===== src/rtl/core/epe_pkg.sv =====
// types, constants and arithmetic helpers of the pose error core
`default_nettype none
package epe_pkg;
	localparam int FRAC_BITS     = 16;
	localparam int CORDIC_STAGES = 16;

	// angle scaling into q30 and range reduction sizes
	localparam int ANG_SHIFT = 30 - FRAC_BITS;
	localparam int RED_N     = 31 - FRAC_BITS;
	localparam int VW        = 64 - FRAC_BITS;
	localparam int IW        = 5;

	localparam int ZW = 35;
	localparam int XW = 34;
	localparam int TW = 33;
	localparam int DW = 33;
	localparam int PW = TW + DW;
	localparam int RW = PW - 30;
	localparam int SW = 40;

	localparam logic [63:0] TWO_PI_Q30  = 64'd6746518852;
	localparam logic [63:0] PI_Q30      = 64'd3373259426;
	localparam logic [63:0] HALF_PI_Q30 = 64'd1686629713;
	localparam logic [63:0] GAIN_Q30    = 64'd652032874;

	typedef struct packed {
		logic signed [XW-1:0] x;
		logic signed [XW-1:0] y;
		logic signed [ZW-1:0] z;
		logic                 neg;
	} cordic_t;

	typedef struct packed {
		logic signed [31:0]   ex;
		logic signed [31:0]   ey;
		logic signed [31:0]   ez;
		logic signed [DW-1:0] dr;
		logic signed [DW-1:0] dp;
		logic signed [DW-1:0] dy;
	} side_t;

	// arctangent of 2^-i in q30, truncated
	function automatic logic [31:0] atan_q30(input logic [IW-1:0] idx);
		logic [31:0] r;
		unique case (idx)
			5'd0:    r = 32'd843314856;
			5'd1:    r = 32'd497837829;
			5'd2:    r = 32'd263043836;
			5'd3:    r = 32'd133525158;
			5'd4:    r = 32'd67021686;
			5'd5:    r = 32'd33543515;
			5'd6:    r = 32'd16775850;
			5'd7:    r = 32'd8388437;
			5'd8:    r = 32'd4194282;
			5'd9:    r = 32'd2097149;
			5'd10:   r = 32'd1048575;
			5'd11:   r = 32'd524287;
			5'd12:   r = 32'd262143;
			5'd13:   r = 32'd131071;
			5'd14:   r = 32'd65535;
			5'd15:   r = 32'd32767;
			5'd16:   r = 32'd16383;
			5'd17:   r = 32'd8191;
			5'd18:   r = 32'd4095;
			5'd19:   r = 32'd2047;
			5'd20:   r = 32'd1023;
			5'd21:   r = 32'd511;
			5'd22:   r = 32'd255;
			5'd23:   r = 32'd127;
			default: r = 32'd0;
		endcase
		return r;
	endfunction

	// q30 product rounding, half up
	function automatic logic signed [RW-1:0] rnd_q30(input logic signed [PW-1:0] p);
		logic signed [PW-1:0] t;
		t = p + (PW'(1) << 29);
		return signed'(t[PW-1:30]);
	endfunction

	// saturate to the signed 32-bit range
	function automatic logic signed [31:0] sat32(input logic signed [SW-1:0] v);
		logic signed [31:0] r;
		if ((&v[SW-1:31]) || !(|v[SW-1:31]))
			r = v[31:0];
		else if (v[SW-1])
			r = 32'sh80000000;
		else
			r = 32'sh7fffffff;
		return r;
	endfunction
endpackage
`default_nettype wire


===== src/rtl/core/epe_cordic_cell.sv =====
// one rotation-mode cordic iteration
`default_nettype none
module epe_cordic_cell
	import epe_pkg::*;
(
	input  wire logic          clk,
	input  wire logic          en,
	input  wire logic [IW-1:0] idx,
	input  wire cordic_t       c_i,
	output cordic_t            c_o
);
	logic signed [XW-1:0] xs;
	logic signed [XW-1:0] ys;
	logic signed [ZW-1:0] at;
	cordic_t              c_q;

	assign xs = c_i.x >>> idx;
	assign ys = c_i.y >>> idx;
	assign at = signed'(ZW'(atan_q30(idx)));

	// rotate towards zero residual angle
	always_ff @(posedge clk) begin
		if (en) begin
			c_q.neg <= c_i.neg;
			if (!c_i.z[ZW-1]) begin
				c_q.x <= c_i.x - ys;
				c_q.y <= c_i.y + xs;
				c_q.z <= c_i.z - at;
			end else begin
				c_q.x <= c_i.x + ys;
				c_q.y <= c_i.y - xs;
				c_q.z <= c_i.z + at;
			end
		end
	end

	assign c_o = c_q;
endmodule
`default_nettype wire


===== config.mk =====
export PLATFORM = sky130hd
export DESIGN_NAME = epe_cordic_cell
export DESIGN_NICKNAME = d
export VERILOG_FILES = /design/src/rtl/core/epe_pkg.sv /design/src/rtl/core/epe_cordic_cell.sv
export SDC_FILE = /design/constraint.sdc
export NUM_CORES = 1
export LEC_CHECK = 0
export BUFFER_PORTS_ARGS = -buffer_cell sky130_fd_sc_hd__buf_2
export CORE_ASPECT_RATIO = 1.5
export CORE_MARGIN = 2
export CORE_UTILIZATION = 50
export DETAILED_ROUTE_END_ITERATION = 16
export PLACE_DENSITY = 0.79
export SETUP_SLACK_MARGIN = 0.02
export SYNTH_ARGS = -nofsm -noshare
export SYNTH_HDL_FRONTEND = slang
export SYNTH_SLANG_ARGS = --single-unit

===== constraint.sdc =====
create_clock -name clk -period 6.1 [get_ports clk]
set_clock_uncertainty 0.05 [all_clocks]
set_input_delay 0.305 -clock clk [delete_from_list [all_inputs] [get_ports clk]]
set_output_delay 0.305 -clock clk [all_outputs]
set_load 0.005 [all_outputs]

==> flow_summary_export.csv, run 1 <==
group,metric,value,unit
global_route,grt_util_all_layers,0.377,
die,dieWidth,146,µm
clock_network,clk_path_buf_depth,2,
layout,drive_gt1_frac,0.285,
timing,fin_ws,0.378,ns
synth,synth.distinct_cells,81,
die,dieArea,31500,µm²
worst_setup_path,cp-start-kind,"primary input",
min_path,min_from,"c_i[0]",
synth,avgSynthCellArea,8.93,µm²
clock_network,cts-root-buf,"clkbuf_16",
pwr,p_leak,7.93,nW
min_path,hold_class,"in -> reg",
timing,relSlewSlack,0.360,
layout,largest_register_ffs,104,
routing,drcViolationCount,0,
layout,utilization,0.617,
min_path,whs_endpoint,"c_o[0]",
die,row_count,77,
timing,hold_violations,0,
synth,synth_xor_area_frac,0.102,
synth,yosys_warnings,0,
worst_setup_path,critPathMaxFanout,18,
clock_network,htreeDepth,3,
synth,ys_seq_area_frac,0.208,
global_route,overflow,0,
timing,min_period,5.72,ns
placement,portBuffers,214,
global_route,grt_max_degree,58,
timing,rsz0062_at_grt,"no",
clock_network,numCtsBuffers,9,
global_route,grt_pass1_vias,15504,
routing,wl_per_cell,24.7,µm
timing,setup_viol,0,
synth,syn_inst,1685,
routing,antenna_left,0,
global_route,grt_pass1_wl,90800,µm
die,io_pins,215,
pwr,power.density,230,nW/µm²
routing,drtIter0Drc,1212,
clock_network,cts_tree,"yes",
timing,fmax,175,MHz
global_route,antenna_found_initial,1,
synth,synthAdderAreaFrac,0.0963,
synth,yosysTopAreaCell,"edfxtp_1",
synth,yosysTopAreaCellShare,0.208,
min_path,min_path_cells,1,
flow_run,cap_violations,0,
synth,synth_common_cells,"a21oi_1 (164), nor2_1 (156), nand2_1 (138)",
clock_network,cts.clk_slew.worst_paths,0.08,ns
synth,synth_area,15000,µm²
layout,layout.nets,2265,
synth,synth-compound-area-share,0.215,
placement,hpwl,48900,µm
worst_setup_path,cp.required,6.20,ns
worst_setup_path,arrival,5.82,ns
timing,post-route-period-util,0.938,
synth,async_reset_ff_frac,0,
routing,drtPass1Iterations,6,
placement,pre_cts_slack,-0.0169,ns
clock_network,hold_buffers,0,
outcome,outcome,"finished clean",
worst_setup_path,crit_type,"in -> reg",
synth,yosys.area_share.simple,0.149,
synth,ys.flop_type,"edfxtp_1",
placement,gp_congestion,1.05,
timing,worst_pin_slew,0.948,ns
clock_network,clkSinkCount,104,
die,dieHeight,216,µm
pwr,irDropWorstVdd,0.159,mV
routing,drt-total-wl,60300,µm
synth,synth_edf_count,104,
synth,synth_nets,1910,
worst_setup_path,cp-end-kind,"register",
synth,synth_top_family_by_area,"compound AO/OA/AOI/OAI gates",
layout,num_antenna_cells,0,
die,coreArea,29600,µm²
routing,vias,15579,
routing,via_per_inst,6.38,
layout,syn_to_final_growth,21.4,%
synth,synth.ff_latch_count,104,
synth,synthTopCellsByArea,"edfxtp_1 (21%), mux4_2 (13%), ha_1 (9.2%)",
timing,finalMaxSlewViolations,0,
synth,synth_mux_area_frac,0.187,
die,start_util,0.508,
synth,yosysMostFrequentCell,"a21oi_1",
[final cells by class]
type                            count  area [µm²]
Clock inverter                      7        80.1
Tap cell                          395         494
Timing Repair Buffer              434        2860
Sequential cell                   104        3120
Multi-Input combinational cell   1439       11300
Clock buffer                        9         225
Fill cell                        2612       11300
Inverter                           52         195
[power breakdown]
group,internal [W],total (W),switching [W]
Clock,0.000324,0.000646,0.000322
Sequential,0.00107,0.00111,0.0000444
Combinational,0.00112,0.00245,0.00133
Total,0.00251,0.00421,0.00170
[cells in the final DEF, fill, tap and decap left out, types with 9 or more instances in the layout]
cell type,count
nor2b_1,18
mux2i_1,64
inv_1,50
buf_4,212
a21oi_1,164
xor2_1,64
o21ai_0,98
ha_1,111
a211oi_1,22
clkbuf_16,9
a21o_1,41
a31oi_1,24
nor3_1,27
a22oi_1,10
buf_12,10
edfxtp_1,104
mux2_2,16
and2_1,17
nor2_1,155
nand3_1,40
o21a_1,22
and3_1,10
o22ai_1,11
mux4_2,87
o21bai_1,16
a221oi_1,9
xnor2_1,111
nand2b_1,23
nand2_1,138
buf_2,211
[critical path: stages]
cell	delay [ns]
buf_6	0.19
buf_12	0.20
buf_4	0.25
mux4_2	0.55
mux2_2	0.34
mux2i_2	0.25
o211a_1	0.28
ha_1	0.21
nand3_1	0.11
nor4_1	0.31
buf_4	0.19
nor2b_1	0.19
a21oi_1	0.11
xor2_1	0.18
ha_1	0.31
a21o_1	0.19
a21o_1	0.17
a21oi_1	0.16
o21ai_0	0.14
a21oi_1	0.16
o21ai_0	0.14
a21oi_1	0.22
o21bai_1	0.09
buf_4	0.18
a211oi_1	0.28
xnor2_1	0.11
[metrics by stage]
stage | instance area (µm²) | TNS, ns | instances | total power [W] | hold WS [ns]
2_1_floorplan | 15000 | 0 | 1685 | 0.00256 | 0.354
6_report | 18300 | 0 | 2440 | 0.00421 | 0.0370
5_1_grt | 18300 | 0 | 2440 | 0.00444 | 0.0462
3_3_place_gp | 17900 | 0 | 2424 | 0.00349 | 0.437
3_5_place_dp | 17900 | -0.0169 | 2424 | 0.00354 | 0.440
4_1_cts | 18200 | 0 | 2440 | 0.00419 | 0.0381
[repair_timing]
item | in CTS | in global routing
gates resized for setup | 0 | 2
buffers inserted | 0 | 0
setup endpoints to repair | 0 | 2
[routing by layer]
layer | part of all wire | GRT usage | routed length [µm]
met3 | 0.060 | 0.0552 | 3600
met2 | 0.51 | 0.674 | 30400
met5 | 0.00020 | 0 | 12
met4 | 0.080 | 0.260 | 4800
met1 | 0.36 | 0.410 | 21400
[worst max-delay path by stage]
stage | start | end | slack, ns | cells after the start
6_report | idx[0] | c_o[103] | 0.38 | 26
5_1_grt | idx[0] | c_o[100] | 0.05 | 24
4_1_cts | idx[0] | c_o[68] | 0.36 | 21
3_5_place_dp | idx[0] | c_o[68] | -0.02 | 21
3_3_place_gp | idx[0] | c_o[68] | 0.11 | 21
2_1_floorplan | idx[2] | c_o[34] | 0.60 | 27
[kinds of logic (layout without fill, tap and decap cells)]
logic type      after synthesis  after routing
fa+ha+maj                   114            114
mux                         170            170
xor+xnor                    175            175
flops                       104            104
buf+inv                     142            502
compound gates              505            505
simple gates                475            475
Note: power is estimated with default switching activity, not from simulation.
==> run 2: changes to the inputs <==
--- a/config.mk
+++ b/config.mk
@@ -5,6 +5,7 @@
 export SDC_FILE = /design/constraint.sdc
 export NUM_CORES = 1
 export LEC_CHECK = 0
+export ABC_AREA = 1
 export BUFFER_PORTS_ARGS = -buffer_cell sky130_fd_sc_hd__buf_2
 export CORE_ASPECT_RATIO = 1.5
 export CORE_MARGIN = 2
==> flow_summary_export.csv, run 2 <==
group,metric,value,unit
outcome,outcome,"finished clean",
clock_network,post_cts.repair.setup_buffers,0,
layout,n_fill_cell,3104,
routing,via_per_inst,5.75,
placement,gp_congestion,1.04,
global_route,use_met3,0.0385,
global_route,grt_util_all_layers,0.355,
flow_run,cap_violations,0,
pwr,pwr-share-clk,0.161,
routing,antenna_left,0,
synth,synth_nets,2643,
die,coreArea,30100,µm²
synth,synth_common_cells,"nand2_1 (790), nand3_1 (376), inv_1 (200)",
worst_setup_path,cp-end-kind,"register",
placement,hpwl,48000,µm
synth,synth_area,15200,µm²
timing,hold_violations,0,
layout,largest_register_ffs,104,
layout,ff_latch_area,3120,µm²
die,dieHeight,218,µm
layout,drive_gt1_frac,0.126,
clock_network,clkSinkCount,104,
clock_network,clk_path_buf_depth,2,
worst_setup_path,cp.required,6.19,ns
die,row_count,78,
placement,pre_cts_slack,0.909,ns
worst_setup_path,critPathMaxFanout,63,
routing,drtIter0Drc,1340,
routing,vias,17220,
clock_network,cts.clk_slew.worst_paths,0.08,ns
global_route,grt_max_degree,74,
global_route,overflow,0,
timing,post-route-period-util,0.808,
synth,yosys_warnings,0,
synth,yosysTopAreaCellShare,0.205,
die,start_util,0.506,
synth,synth.distinct_cells,55,
global_route,met2_usage,0.652,
pwr,p_comb_frac,0.555,
min_path,min_from,"c_i[0]",
layout,num_antenna_cells,0,
layout,layout.nets,2816,
timing,fmax,203,MHz
layout,syn_to_final_growth,10.9,%
synth,yosysMostFrequentCell,"nand2_1",
placement,portBuffers,214,
synth,synth.ff_latch_count,104,
pwr,seqPwrFrac,0.284,
synth,synth_edf_count,104,
global_route,antenna_found_initial,0,
clock_network,cts_tree,"yes",
clock_network,cts.repair.resized,0,
pwr,power.density,231,nW/µm²
timing,rsz0062_at_grt,"no",
timing,min_period,4.93,ns
timing,relSlewSlack,0.381,
pwr,p_leak,8.55,nW
min_path,whs_endpoint,"c_o[0]",
routing,drt-total-wl,57700,µm
layout,final_common_cell,"nand2_1",
clock_network,numCtsBuffers,9,
synth,ys_seq_area_frac,0.205,
timing,fin_ws,1.17,ns
die,dieWidth,146,µm
synth,async_reset_ff_frac,0,
pwr,p_switching,0.00174,W
synth,synthTopCellsByArea,"edfxtp_1 (21%), nand2_1 (20%), nand3_1 (12%)",
pwr,swShare,0.446,
global_route,grt_pass1_vias,16553,
die,dieArea,31800,µm²
timing,finalSetupTns,0,ns
min_path,hold_class,"in -> reg",
clock_network,htreeDepth,3,
layout,multi_input_area,10800,µm²
worst_setup_path,crit_type,"in -> reg",
pwr,power,0.00390,W
global_route,gr-usage-met1,0.379,
routing,drcViolationCount,0,
layout,fin_area,16900,µm²
synth,syn_inst,2418,
clock_network,cts-root-buf,"clkbuf_16",
min_path,min_path_cells,1,
clock_network,hold_buffers,0,
timing,setup_viol,0,
timing,worst_pin_slew,0.928,ns
synth,yosysTopAreaCell,"edfxtp_1",
worst_setup_path,arrival,5.02,ns
synth,ys.flop_type,"edfxtp_1",
global_route,busiest_layer,"met2",
worst_setup_path,cp-start-kind,"primary input",
global_route,grt_pass1_wl,87900,µm
pwr,irDropWorstVdd,0.197,mV
placement,placed_area,16600,µm²
timing,finalMaxSlewViolations,0,
die,io_pins,215,
routing,wl_per_cell,19.3,µm
routing,drtPass1Iterations,6,
layout,final_cell_mix,"nand2_1 (790), nand3_1 (376), buf_2 (213)",
synth,avgSynthCellArea,6.29,µm²
pwr,intPower,0.00216,W
run 2: power by group through the flow:
stage	Clock (W)	Sequential [W]	Combinational [W]
floorplan	0	0.00116	0.00138
global placement	0	0.00112	0.00211
detailed placement	0	0.00112	0.00213
CTS	0.000627	0.00111	0.00214
global route	0.000649	0.00112	0.00239
finish	0.000626	0.00111	0.00216
run 2: worst max-delay path by stage:
stage | endpoint | cells after the start | slack, ns | startpoint
3_5_place_dp | c_o[94] | 25 | 0.91 | idx[1]
5_1_grt | c_o[25] | 28 | 0.73 | idx[1]
3_3_place_gp | c_o[97] | 28 | 0.93 | idx[1]
4_1_cts | c_o[94] | 25 | 1.30 | idx[1]
6_report | c_o[94] | 25 | 1.17 | idx[1]
2_1_floorplan | c_o[25] | 29 | 1.90 | idx[1]
run 2: kinds of logic (layout without fill, tap and decap cells):
group / after synthesis / count (layout) / synth area share
compound gates: 297 / 297 / 0.110
buf+inv: 292 / 470 / 0.0826
mux: 1 / 1 / 0.000659
flops: 104 / 104 / 0.205
fa+ha+maj: 114 / 114 / 0.0953
simple gates: 1445 / 1445 / 0.407
xor+xnor: 165 / 165 / 0.0985
run 2: final cells by class:
type / instances / area share
repair buffers: 244 / 0.0785
clock buffers: 10 / 0.0136
well taps: 400 / 0.0297
inverters: 210 / 0.0469
clock inverters: 6 / 0.00401
flip-flops and latches: 104 / 0.185
multi-input cells: 2022 / 0.642
run 2: per-layer routing:
layer | vias up | wire length [µm]
met5 | - | 0
met4 | 0 | 4320
met3 | 200 | 3270
met2 | 706 | 29200
met1 | 7893 | 20900
li1 | 8421 | -
run 2: stage by stage:
step	utilization	cells	hold WS (ns)
floorplan	-	2418	0.354
global placement	0.551	2980	0.433
detailed placement	0.551	2980	0.433
CTS	0.561	2996	0.0393
global route	0.561	2996	0.0494
finish	0.561	2996	0.0419
run 2: worst max-delay path, cell delays in order:
cell and delay [ns]:
buf_2 0.13, buf_12 0.18, nor2_1 0.54, inv_1 0.25, o211ai_1 0.33, nand2_1 0.10
nand2_1 0.09, inv_1 0.04, nand2_1 0.19, inv_1 0.07, ha_1 0.27, nand2_1 0.06
o21ai_0 0.18, fa_1 0.51, nand3_1 0.12, nand2_1 0.09, a31oi_1 0.23, o21ai_0 0.22
nand2_1 0.10, nand2_1 0.17, nand2_1 0.11, nand2_1 0.08, a21boi_0 0.29, o21ai_0 0.14
xor2_1 0.16
